===== src/graph_coloring_conflict_counter_macros.svh =====
// ----------------------------------------------------------------------------
// Graph colouring conflict counter: assertion macros
// Concurrent assertion wrappers, empty when SYNTHESIS is defined.
// ----------------------------------------------------------------------------
`ifndef GRAPH_COLORING_CONFLICT_COUNTER_MACROS_SVH
`define GRAPH_COLORING_CONFLICT_COUNTER_MACROS_SVH
`ifndef SYNTHESIS
// same-cycle implication
`define GCC_ASSERT_IMPLY(label, clk, rst, ante, cons, msg) \
   label: assert property (@(posedge clk) disable iff (rst) (ante) |-> (cons)) else $error(msg);
// next-cycle implication
`define GCC_ASSERT_NEXT(label, clk, rst, ante, cons, msg) \
   label: assert property (@(posedge clk) disable iff (rst) (ante) |=> (cons)) else $error(msg);
`else
`define GCC_ASSERT_IMPLY(label, clk, rst, ante, cons, msg)
`define GCC_ASSERT_NEXT(label, clk, rst, ante, cons, msg)
`endif
`endif


===== src/gcc_pkg.sv =====
// ----------------------------------------------------------------------------
// Graph colouring conflict counter package
// Shared widths, request codes, register map and the result bundle.
// ----------------------------------------------------------------------------
`timescale 1ns / 1ps

package gcc_pkg;

   localparam int MAX_VERTICES_DEFAULT = 64;

   localparam int COLOR_W        = 9;
   localparam int COUNT_W        = 11;
   localparam int INDEX_W        = 6;
   localparam int NUM_VERTICES_W = 7;

   localparam logic [COUNT_W-1:0] COUNT_MAX = {COUNT_W{1'b1}};

   // request modes
   localparam logic [1:0] MODE_LOAD_ADJ   = 2'd0;
   localparam logic [1:0] MODE_LOAD_COLOR = 2'd1;
   localparam logic [1:0] MODE_EVALUATE   = 2'd2;

   // adjacency codes
   localparam logic [1:0] ADJ_NONE     = 2'd0;
   localparam logic [1:0] ADJ_EXCLUDED = 2'd2;

   // register map
   localparam int                   CSR_ADDR_W        = 2;
   localparam int                   CSR_DATA_W        = 32;
   localparam logic [CSR_ADDR_W-1:0] NUM_VERTICES_ADDR = 2'd0;
   localparam logic [NUM_VERTICES_W-1:0] NUM_VERTICES_RESET = 7'd64;

   typedef struct packed {
      logic               valid;
      logic [COUNT_W-1:0] count;
   } result_type;

endpackage


===== src/gcc_walker.sv =====
// ----------------------------------------------------------------------------
// Conflict walker
// Walks vertex pairs through the adjacency and colour RAMs, reads pipelined.
// ----------------------------------------------------------------------------
`timescale 1ns / 1ps
`include "graph_coloring_conflict_counter_macros.svh"

module gcc_walker #(
   parameter int  MAX_VERTICES = gcc_pkg::MAX_VERTICES_DEFAULT,
   localparam int IW           = $clog2(MAX_VERTICES),
   localparam int NW           = $clog2(MAX_VERTICES + 1)
) (
   input  logic                        clock,
   input  logic                        reset,
   input  logic                        start,
   input  logic [NW-1:0]               num_used,
   output logic                        busy,
   output logic [2*IW-1:0]             adj_rd_addr,
   input  logic                        adj_rd_data,
   output logic [IW-1:0]               col_rd_addr,
   input  logic [gcc_pkg::COLOR_W-1:0] col_rd_data,
   input  logic                        rsp_stall,
   output gcc_pkg::result_type         result
);

   typedef enum logic [2:0] {
      IDLE,
      HEAD,
      PAIR,
      DRAIN,
      FINISH
   } state_type;

   state_type                   state_ff;
   logic [NW-1:0]               n_ff;
   logic [NW-1:0]               i_ff;
   logic [NW-1:0]               j_ff;
   logic                        rd_valid_ff;
   logic                        rd_head_ff;
   logic                        excl_ff;
   logic [gcc_pkg::COLOR_W-1:0] ci_ff;
   logic [gcc_pkg::COUNT_W-1:0] count_ff;
   logic                        rsp_valid_ff;
   logic [gcc_pkg::COUNT_W-1:0] rsp_count_ff;

   logic [NW:0]                 i_next_in;
   logic [NW:0]                 j_next_in;
   logic                        i_more;
   logic                        j_more;
   logic                        issue;
   logic                        hit;
   logic [IW-1:0]               partner;

   always_comb begin
      i_next_in = {1'b0, i_ff} + 1'b1;
      j_next_in = {1'b0, j_ff} + 1'b1;
      i_more    = i_next_in < {1'b0, n_ff};
      j_more    = j_next_in < {1'b0, n_ff};
      issue     = (state_ff == HEAD) || (state_ff == PAIR);
      partner   = (state_ff == HEAD) ? i_ff[IW-1:0] : j_ff[IW-1:0];
      // the head read fetches the diagonal bit, which holds the exclusion flag
      adj_rd_addr = {i_ff[IW-1:0], partner};
      col_rd_addr = partner;
      hit = rd_valid_ff && !rd_head_ff && !excl_ff && adj_rd_data &&
            (col_rd_data == ci_ff) && (count_ff != gcc_pkg::COUNT_MAX);
   end

   always_ff @(posedge clock) begin
      if (reset) begin
         state_ff     <= IDLE;
         rd_valid_ff  <= 1'b0;
         rsp_valid_ff <= 1'b0;
      end else begin
         rd_valid_ff <= issue;
         rd_head_ff  <= (state_ff == HEAD);
         if (rsp_valid_ff && !rsp_stall) begin
            rsp_valid_ff <= 1'b0;
         end
         if (rd_valid_ff && rd_head_ff) begin
            excl_ff <= adj_rd_data;
            ci_ff   <= col_rd_data;
         end
         if (hit) begin
            count_ff <= count_ff + 1'b1;
         end
         unique case (state_ff)
            IDLE: begin
               if (start) begin
                  count_ff <= '0;
                  n_ff     <= num_used;
                  i_ff     <= '0;
                  state_ff <= (num_used == '0) ? FINISH : HEAD;
               end
            end
            HEAD: begin
               j_ff     <= i_next_in[NW-1:0];
               state_ff <= i_more ? PAIR : DRAIN;
            end
            PAIR: begin
               if (j_more) begin
                  j_ff <= j_next_in[NW-1:0];
               end else if (i_more) begin
                  i_ff     <= i_next_in[NW-1:0];
                  state_ff <= HEAD;
               end else begin
                  state_ff <= DRAIN;
               end
            end
            DRAIN: begin
               state_ff <= FINISH;
            end
            FINISH: begin
               if (!rsp_valid_ff || !rsp_stall) begin
                  rsp_valid_ff <= 1'b1;
                  rsp_count_ff <= count_ff;
                  state_ff     <= IDLE;
               end
            end
            default: begin
               state_ff <= IDLE;
            end
         endcase
      end
   end

   assign busy         = (state_ff != IDLE);
   assign result.valid = rsp_valid_ff;
   assign result.count = rsp_count_ff;

   `GCC_ASSERT_IMPLY(a_pair_in_range, clock, reset, state_ff == PAIR, (j_ff > i_ff) && (j_ff < n_ff), "pair index outside the upper triangle")
   `GCC_ASSERT_IMPLY(a_finish_drained, clock, reset, state_ff == FINISH, !rd_valid_ff, "read still in flight when the count is taken")
   `GCC_ASSERT_NEXT(a_result_loaded, clock, reset, (state_ff == FINISH) && (!rsp_valid_ff || !rsp_stall), rsp_valid_ff && (state_ff == IDLE), "finished count not handed to the result register")

endmodule

===== config.mk =====
export PLATFORM = sky130hd
export DESIGN_NAME = gcc_walker
export DESIGN_NICKNAME = d
export VERILOG_FILES = /design/src/gcc_pkg.sv /design/src/gcc_walker.sv
export VERILOG_INCLUDE_DIRS = /design/src /design/src/src
export SDC_FILE = /design/constraint.sdc
export NUM_CORES = 1
export LEC_CHECK = 0
export BUFFER_PORTS_ARGS = -buffer_cell sky130_fd_sc_hd__buf_2
export CAP_MARGIN = 40
export CORE_MARGIN = 10
export CORE_UTILIZATION = 56
export CTS_CLUSTER_DIAMETER = 120
export CTS_CLUSTER_SIZE = 24
export DETAILED_ROUTE_END_ITERATION = 8
export PLACE_DENSITY = 0.79
export SETUP_SLACK_MARGIN = 0.05
export SLEW_MARGIN = 5
export SYNTH_ARGS = -nofsm -noshare
export SYNTH_HDL_FRONTEND = slang
export SYNTH_SLANG_ARGS = --single-unit
export TNS_END_PERCENT = 30

===== constraint.sdc =====
create_clock -name clock -period 3.3 [get_ports clock]
set_input_delay 0.165 -clock clock [delete_from_list [all_inputs] [get_ports clock]]
set_output_delay 0.165 -clock clock [all_outputs]
set_load 0.005 [all_outputs]

==> results.tsv, run 1 <==
metric	value	unit
result of the run	completed	
slew at the pin closest to its max-slew limit	666.9	ps
post-CTS setup-driven buffer insertion count	0	
cell area after synthesis	0.003093	mm2
CP arrival	2970	ps
Ports	52	
pin count of the biggest net entering global routing	17	
type of destination of the critical path	register	
DR pass1 iterations	4	
final estimated routing congestion in global placement	0.8876	
number of nets with antenna violations after detailed routing	0	
CTS root buf	clkbuf_8	
cells along the critical path	and3_1 -> nand2_1 -> xor2_1 -> inv_1 -> ha_1 -> a21o_1 -> a21oi_1 -> o211ai_1 -> or3_1 -> a21oi_1 -> buf_4	
timing startpoint of the critical path	i_ff[0]	
WP depth	11	
Max VDD drop	0.0003428	V
worst-skew pair later-pin latency	330	ps
number of buffers created by CTS	9	
post-synthesis cell type with the largest combined area	edfxtp_1	
buffers and inverters on the worst path	2	
overall die height	94.32	um
portion of the clock cycle consumed by the worst path in the final layout	0.8881	
max-slew violation total from the final report	0	
Die Span X	94.32	um
core outline area	0.005238	mm2
maximum frequency from static timing analysis	341.2	MHz
dominant cell type by count on the critical path	a21oi_1	
# diodes	0	
Final setup violation count	0	
synthesized netlist net count	306	
yosys warns	0	
count of cells along the worst hold path	1	
post-detail-place hpwl	4948	um
Worst Setup Start Kind	register	
Min-Delay Startpoint	adj_rd_data	
Max Clock Skew	5.686	ps
RSZ-0062 raised after global routing	no	
delay of the slowest critical-path stage	500	ps
clk buf depth	2	
Reg clk slew, reported paths	60	ps
CTS tree	yes	
reg2reg path depth	11	
Area Overhead vs Synth	13.63	%
library cell contributing the largest single delay on the critical path	edfxtp_1	
H-tree depth	3	
type of the worst min-delay path	primary input to register	
sum of negative setup slack	0	ps
number of endpoints with negative hold slack in the final report	0	
Final Core Density	0.6710	
number of flip-flops and latches in the synthesized netlist	59	
standard cell area after detailed placement	0.003341	mm2
via count of the first global-routing pass	2253	
wire length of the first global-routing pass	10670	um
sink count of the clock tree	59	
post-route design area	0.003515	mm2
vias post-DR	2189	
synthesized area per cell	11.46	um2
Yosys cell types	44	
max cap viols	0	
largest cells by area after synthesis	edfxtp_1 (52%), ha_1 (6.1%), xnor2_1 (4.2%)	
share of final-layout standard cells stronger than drive strength 1	0.2344	
total of buffers placed on input and output ports	51	
routed length per placed instance	16.85	um
total congestion overflow	0	
post-synthesis sequential area ratio	0.5566	
critical path peak fanout	8	
data required time at the worst endpoint	3340	ps
dominant delay contributor by cell family on the critical path	simple AND/OR/NAND/NOR gates	
count of unresolved DRC violations after routing	0	
power per unit of standard cell area	509.3	mW/mm2
final wirelength	6573	um
share of the synthesized area in the top cell type	0.5243	
antenna violations before repair	0	
Via-to-Cell Ratio	5.613	
worst r2r src	i_ff[0]	
post_cts resized	0	
Leak Pwr	1.362	nW
area enclosed by the die boundary	0.008895	mm2
number of buffers inserted by hold repair at cts	0	
Setup CP Type	register to register	
violation count after the first detailed-route iteration	149	
Final Critical Period	2931	ps
effective utilization at floorplan	0.5905	
overall routing resource usage	0.1530	
Worst slew margin	0.5546	
net count of the finished layout	352	
gate count after technology mapping	270	
number of placement rows	26	
Yosys cell counts:
cell	number
nor4_2	1
o21a_1	1
nor2_1	22
clkbuf_1	5
or3b_2	1
a21oi_1	19
nand4_1	6
o2111ai_1	1
a221oi_1	1
ha_1	15
buf_1	1
nand4b_1	1
o31ai_1	2
o21ai_0	7
buf_4	13
o22ai_1	1
nand3_1	8
nor3b_1	3
nor3_1	4
a2111oi_0	1
nor4bb_1	1
o211ai_1	1
and4_1	1
a21boi_0	1
xnor2_1	15
buf_2	1
inv_1	16
and2_1	5
and3_1	8
dfxtp_1	5
a2111oi_2	1
or4_1	2
nand2_1	19
a21o_1	2
xor2_1	5
o31a_1	2
or3_1	6
nor4_1	1
mux2_2	6
a311oi_1	1
mux2i_1	1
edfxtp_1	54
a2111o_1	1
nand3b_1	2
report_power, final:
part           switching [W]  internal (W)
clock               0.000255      0.000338
combinational       0.000154      0.000122
sequential         0.0000457      0.000876
path summary, 6_finish.rpt:
check	to	slack (ps)
max	i_ff[0]	370
min	excl_ff	20
max reg2reg	i_ff[0]	370
min reg2reg	rsp_valid_ff	500
cell type report:
cell class              count  area, um2
flip-flops and latches     59       1722
clock inverters             4      42.54
clock buffers              11      131.4
multi-input cells         175       1186
well taps                  70      87.58
fillers                   393       1723
repair buffers             55      285.3
inverters                  16      60.06
per-stage QoR:
stage | std cells | total power [W] | worst slack, ps | hold WS, ps
2_1_floorplan | 270 | 0.001120 | 467.2 | 263.9
3_3_place_gp | 375 | 0.001200 | 538.6 | 354.6
3_5_place_dp | 375 | 0.001209 | 405.7 | 360.2
4_1_cts | 390 | 0.001801 | 386.9 | 12.17
5_1_grt | 390 | 0.001875 | 134.5 | 11.15
6_report | 390 | 0.001790 | 369.3 | 24.62
layer usage:
| layer | vias to the layer above | wire length, um | part of all wire | global-route usage |
|---|---|---|---|---|
| met2 | 79 | 3137 | 0.48 | 0.2523 |
| met3 | 13 | 483 | 0.073 | 0.03917 |
| met5 | - | 0 | 0 | 0 |
| met1 | 1030 | 2815 | 0.43 | 0.1783 |
| li1 | 1067 | - | - | - |
| met4 | 0 | 136 | 0.021 | 0.08228 |
worst reg2reg max path: cells and delay by family (launching register included):
kind                       cells  cell delay, ps
and+or+nand+nor                3             690
AOI/OAI and AO/OA              4             610
DFF                            1             500
adders and majority gates      1             300
xor gates and xnor gates       1             270
buffers and inverters          2             270
kinds of logic after synthesis:
kind of cell               synth area share
AOI/OAI and AO/OA                   0.08657
xor gates and xnor gates            0.05663
adders and majority gates           0.06068
buffers and inverters               0.05987
DFF                                  0.5566
muxes                               0.02508
and+or+nand+nor                      0.1545
flip-flops by register name (all words and copies together) (netlist names):
name / cells
ci_ff: 9
count_ff: 11
excl_ff: 1
i_ff: 7
j_ff: 7
n_ff: 7
rd_head_ff: 1
rd_valid_ff: 1
rsp_count_ff: 11
rsp_valid_ff: 1
state_ff: 3
placed cells by master, fill, tap and decap left out, types with 7 or more instances in the layout:
master / instances
buf_2: 51
inv_1: 16
a21oi_1: 19
xnor2_1: 15
ha_1: 15
clkbuf_8: 9
nor2_1: 22
nand3_1: 8
and3_1: 8
nand2_1: 19
o21ai_0: 7
edfxtp_1: 54
Power figures use the tool's default switching activity.
==> inputs of run 2 (changes only) <==
Settings changed: ABC_AREA from default to 1, CORE_UTILIZATION 56 to 57, PLACE_DENSITY 0.79 to 0.8, REMOVE_ABC_BUFFERS from default to 1.
==> results.tsv, run 2 <==
metric	value	unit
result of the run	completed	
post-synthesis sequential area ratio	0.4939	
number of endpoints with negative hold slack in the final report	0	
portion of the clock cycle consumed by the worst path in the final layout	0.8478	
largest cells by area after synthesis	edfxtp_1 (47%), nand2_1 (10%), inv_1 (7.0%)	
Reg clk slew, reported paths	60	ps
wire length of the first global-routing pass	12160	um
post-route design area	0.003919	mm2
Worst slew margin	0.4426	
pin count of the biggest net entering global routing	19	
core outline area	0.005921	mm2
antenna violations before repair	0	
Yosys cell types	30	
leading cell types in the layout, fill and taps excluded	nand2_1 (97), inv_1 (65), edfxtp_1 (54), nor2_1 (51), buf_2 (51)	
most used flip-flop cell after synthesis	edfxtp_1	
RSZ-0062 raised after global routing	no	
sum of negative setup slack	0	ps
Filler Cell Count	488	
Final Critical Period	2798	ps
total congestion overflow	0	
Final setup violation count	0	
routed length per placed instance	13.64	um
leading registers by flop count	count_ff (11), rsp_count_ff (11), ci_ff (9)	
area of combinational cells with multiple inputs	0.001395	mm2
number of buffers created by CTS	9	
Die Span X	98.20	um
share of final-layout standard cells stronger than drive strength 1	0.2022	
Via-to-Cell Ratio	5.181	
delay of the slowest critical-path stage	570	ps
fraction of registers with async set or reset after synthesis	0	
cell area after synthesis	0.003486	mm2
dominant cell by count in the synthesized netlist	nand2_1	
Worst Setup Start Kind	register	
hold slack final	18.83	ps
CP arrival	2770	ps
Ports	52	
leading cell type in the layout, fill and taps excluded	nand2_1	
type of the worst min-delay path	primary input to register	
register area	0.001722	mm2
smallest setup slack after layout	502.2	ps
post-CTS setup-driven buffer insertion count	0	
power per unit of standard cell area	737.2	mW/mm2
effective utilization at floorplan	0.5888	
Max VDD drop	0.0004201	V
# diodes	0	
clk buf depth	2	
overall die height	98.20	um
violation count after the first detailed-route iteration	133	
total of buffers placed on input and output ports	51	
overall routing resource usage	0.1520	
commonest cells in the netlist	nand2_1 (97), inv_1 (65), edfxtp_1 (54), nor2_1 (51), o21ai_0 (17)	
critical path peak fanout	7	
Setup CP Type	register to register	
gate count after technology mapping	402	
CTS tree	yes	
sink count of the clock tree	59	
area enclosed by the die boundary	0.009643	mm2
max cap viols	0	
maximum frequency from static timing analysis	357.4	MHz
type of destination of the critical path	register	
number of placement rows	28	
CTS root buf	clkbuf_8	
final estimated routing congestion in global placement	0.8950	
standard cell area after detailed placement	0.003736	mm2
net count of the finished layout	486	
number of flip-flops and latches in the synthesized netlist	59	
power after layout	0.002889	W
H-tree depth	3	
count of unresolved DRC violations after routing	0	
post-detail-place hpwl	5634	um
final wirelength	7231	um
Max Clock Skew	6.982	ps
max-slew violation total from the final report	0	
Leak Pwr	1.824	nW
via count of the first global-routing pass	2716	
data required time at the worst endpoint	3270	ps
dominant cell type by count on the critical path	nand2_1	
vias post-DR	2746	
Area Overhead vs Synth	12.42	%
synthesized area per cell	8.671	um2
post-synthesis cell type with the largest combined area	edfxtp_1	
worst-skew pair later-pin latency	340	ps
cells along the critical path	ha_1 -> nand2_1 -> nor2_1 -> nand2_1 -> xor2_1 -> inv_1 -> ha_1 -> and3_1 -> nand2_1 -> nand3_1 -> a21oi_1	
library cell contributing the largest single delay on the critical path	a21oi_1	
number of buffers inserted by hold repair at cts	0	
DP Worst Slack	506.7	ps
yosys warns	0	
DR pass1 iterations	4	
post_cts resized	0	
share of the synthesized area in the top cell type	0.4652	
number of enable-type register cells in the synthesized netlist	54	
number of nets with antenna violations after detailed routing	0	
slew at the pin closest to its max-slew limit	833.0	ps
run 2: cell count changes after synthesis, moves of 6 or more:
cell	change
nand2_1	+78
inv_1	+49
nor2_1	+29
xnor2_1	-12
o21ai_0	+10
and3_1	-7
mux2_2	-6
nor2_2	+6
or3_1	-6
run 2: worst max-delay path: cells and delay by family (launching register included):
family | cells | cell delay (ps)
AO/OA/AOI/OAI | 1 | 570
flip-flops | 1 | 460
AND/OR/NAND/NOR | 6 | 520
XOR/XNOR | 1 | 260
buffers and inverters | 1 | 70
adder cells (fa/ha/maj) | 2 | 530
run 2: metal layers:
layer / GRT usage / share of wire / up-vias
li1: - / - / 1384
met1: 0.1775 / 0.42 / 1251
met2: 0.2523 / 0.49 / 98
met3: 0.04651 / 0.072 / 13
met4: 0.06615 / 0.017 / 0
met5: 0 / 0 / -
run 2: power by group:
part           total [W]  internal [W]  switching [W]
clock           0.000607      0.000332       0.000275
combinational    0.00110      0.000394       0.000703
sequential       0.00118       0.00105       0.000134
run 2: kinds of logic (layout without fill, tap and decap cells):
group                    count (synthesis)  after routing  share of synthesized area
buffers and inverters                   85            138                     0.1059
AO/OA/AOI/OAI                           38             38                    0.06246
AND/OR/NAND/NOR                        193            193                     0.2538
adder cells (fa/ha/maj)                 15             15                    0.05384
flip-flops                              59             59                     0.4939
XOR/XNOR                                12             12                    0.03015
run 2: layout make-up:
class	count	area share
clock buffers	14	0.04406
clock inverters	2	0.002554
inverters	70	0.06705
multi-input cells	258	0.3560
flip-flops and latches	59	0.4393
well taps	75	0.02395
repair buffers	52	0.06705
run 2: worst paths after layout:
check / start / end / slack (ps) / cells after the start
setup / recovery: i_ff[0] / i_ff[3] / 500 / 11
hold / removal: num_used[0] / n_ff[0] / 20 / 1
setup reg to reg: i_ff[0] / i_ff[3] / 500 / 11
hold reg to reg: count_ff[8] / rsp_count_ff[8] / 460 / 0
run 2: metrics by stage:
step | cells | util
CTS | 530 | 0.6619
finish | 530 | 0.6619
floorplan | 387 | -
global placement | 514 | 0.6310
detailed placement | 514 | 0.6310
global route | 530 | 0.6619
==> inputs of run 3 (changes only) <==
Clock period 3.3 ns to 2.9 ns, I/O delays scaled along.
==> results.tsv, run 3 (synthesis results as in run 2) <==
metric	value	unit
hold slack final	14.88	ps
Ports	52	
number of endpoints with negative hold slack in the final report	0	
area enclosed by the die boundary	0.009643	mm2
via count of the first global-routing pass	2777	
net count of the finished layout	499	
leading cell type in the layout, fill and taps excluded	nand2_1	
overall routing resource usage	0.1567	
count of unresolved DRC violations after routing	0	
effective utilization at floorplan	0.5888	
slew at the pin closest to its max-slew limit	856.6	ps
Area Overhead vs Synth	15.33	%
worst-skew pair later-pin latency	340	ps
H-tree depth	3	
vias post-DR	2756	
CTS tree	yes	
number of buffers inserted by hold repair at cts	11	
total congestion overflow	0	
core outline area	0.005921	mm2
leading registers by flop count	count_ff (11), rsp_count_ff (11), ci_ff (9)	
number of nets with antenna violations after detailed routing	0	
Final Critical Period	2542	ps
Setup CP Type	register to register	
leading cell types in the layout, fill and taps excluded	nand2_1 (97), inv_1 (65), edfxtp_1 (54), nor2_1 (51), buf_2 (51)	
type of the worst min-delay path	primary input to register	
final wirelength	7378	um
power per unit of standard cell area	809.2	mW/mm2
sink count of the clock tree	59	
pin count of the biggest net entering global routing	19	
antenna violations before repair	0	
overall die height	98.20	um
Leak Pwr	1.867	nW
flop2flop setup slack	360	ps
portion of the clock cycle consumed by the worst path in the final layout	0.8764	
critical path peak fanout	7	
total of buffers placed on input and output ports	51	
sum of negative setup slack	0	ps
clk buf depth	2	
Reg clk slew, reported paths	60	ps
number of buffers created by CTS	9	
post_cts resized	0	
max cap viols	0	
Final setup violation count	0	
type of destination of the critical path	register	
CP arrival	2590	ps
placed cells	516	
post-CTS setup-driven buffer insertion count	0	
routed length per placed instance	13.59	um
Max VDD drop	0.0005174	V
power after layout	0.003253	W
data required time at the worst endpoint	2950	ps
post-detail-place hpwl	5656	um
CTS root buf	clkbuf_8	
Die Span X	98.20	um
wire length of the first global-routing pass	12450	um
DR pass1 iterations	5	
max-slew violation total from the final report	0	
post-route non-filler standard cell count	543	
maximum frequency from static timing analysis	393.4	MHz
RSZ-0062 raised after global routing	no	
violation count after the first detailed-route iteration	157	
number of placement rows	28	
Worst slew margin	0.4268	
Max Clock Skew	9.937	ps
result of the run	completed	
final estimated routing congestion in global placement	0.8773	
Worst Setup Start Kind	register	
Via-to-Cell Ratio	5.076	
# diodes	0	
share of final-layout standard cells stronger than drive strength 1	0.2009	
[run 3: cell types whose count changed in the layout (fill, tap and decap cells not counted), sizes merged]
cell / delta
dlygate4sd3: +11
clkbuf: -5
clkinvlp: +1
buf: +2
clkinv: +4
[run 3: area by class of cell]
class | count | area, um2
Sequential cell | 59 | 1722
Tap cell | 75 | 93.84
Timing Repair Buffer | 65 | 387.9
Multi-Input combinational cell | 258 | 1395
Inverter | 70 | 262.8
Fill cell | 473 | 1901
Clock inverter | 7 | 35.03
Clock buffer | 9 | 123.9
[run 3: critical path, cell delays in order (launching register included)]
cell and delay, ps:
edfxtp_1 470, ha_1 270, nand2_1 90, nor2_1 60, nand2_1 60, xor2_1 250, inv_1 70, ha_1 290
inv_1 60, nor2_1 40, nor2_1 90, nand3_1 120, a21oi_1 170, buf_4 180
[run 3: per-layer routing]
metal  global-route usage  part of all wire  up-vias
met4              0.08269             0.022        0
met1               0.1729              0.40     1230
met3              0.05004             0.077       16
met5                    0                 0        -
met2               0.2640              0.50       95
li1                     -                 -     1415
[run 3: final timing paths]
check             cells past startpoint         endpoint           start
setup reg to reg                     13          i_ff[3]         i_ff[0]
hold / removal                        1         ci_ff[6]  col_rd_data[6]
hold reg to reg                       0  rsp_count_ff[8]     count_ff[8]
setup / recovery                     13          i_ff[3]         i_ff[0]
[run 3: report_power, final]
group / total, W / leakage [nW] / internal (W) / switching (W)
Sequential: 0.00135 / 0.550 / 0.00119 / 0.000154
Clock: 0.000617 / 0.0836 / 0.000297 / 0.000320
Combinational: 0.00129 / 1.23 / 0.000478 / 0.000811
[run 3: metrics by stage]
step / setup WS (ps) / instance area [um2] / utilization
after floorplan: 406.1 / 3379 / -
after global placement: 540.5 / 3751 / 0.6336
after detailed placement: 402.0 / 3751 / 0.6336
after CTS: 362.2 / 4020 / 0.6790
after global routing: 135.8 / 4020 / 0.6790
final: 358.3 / 4020 / 0.6790
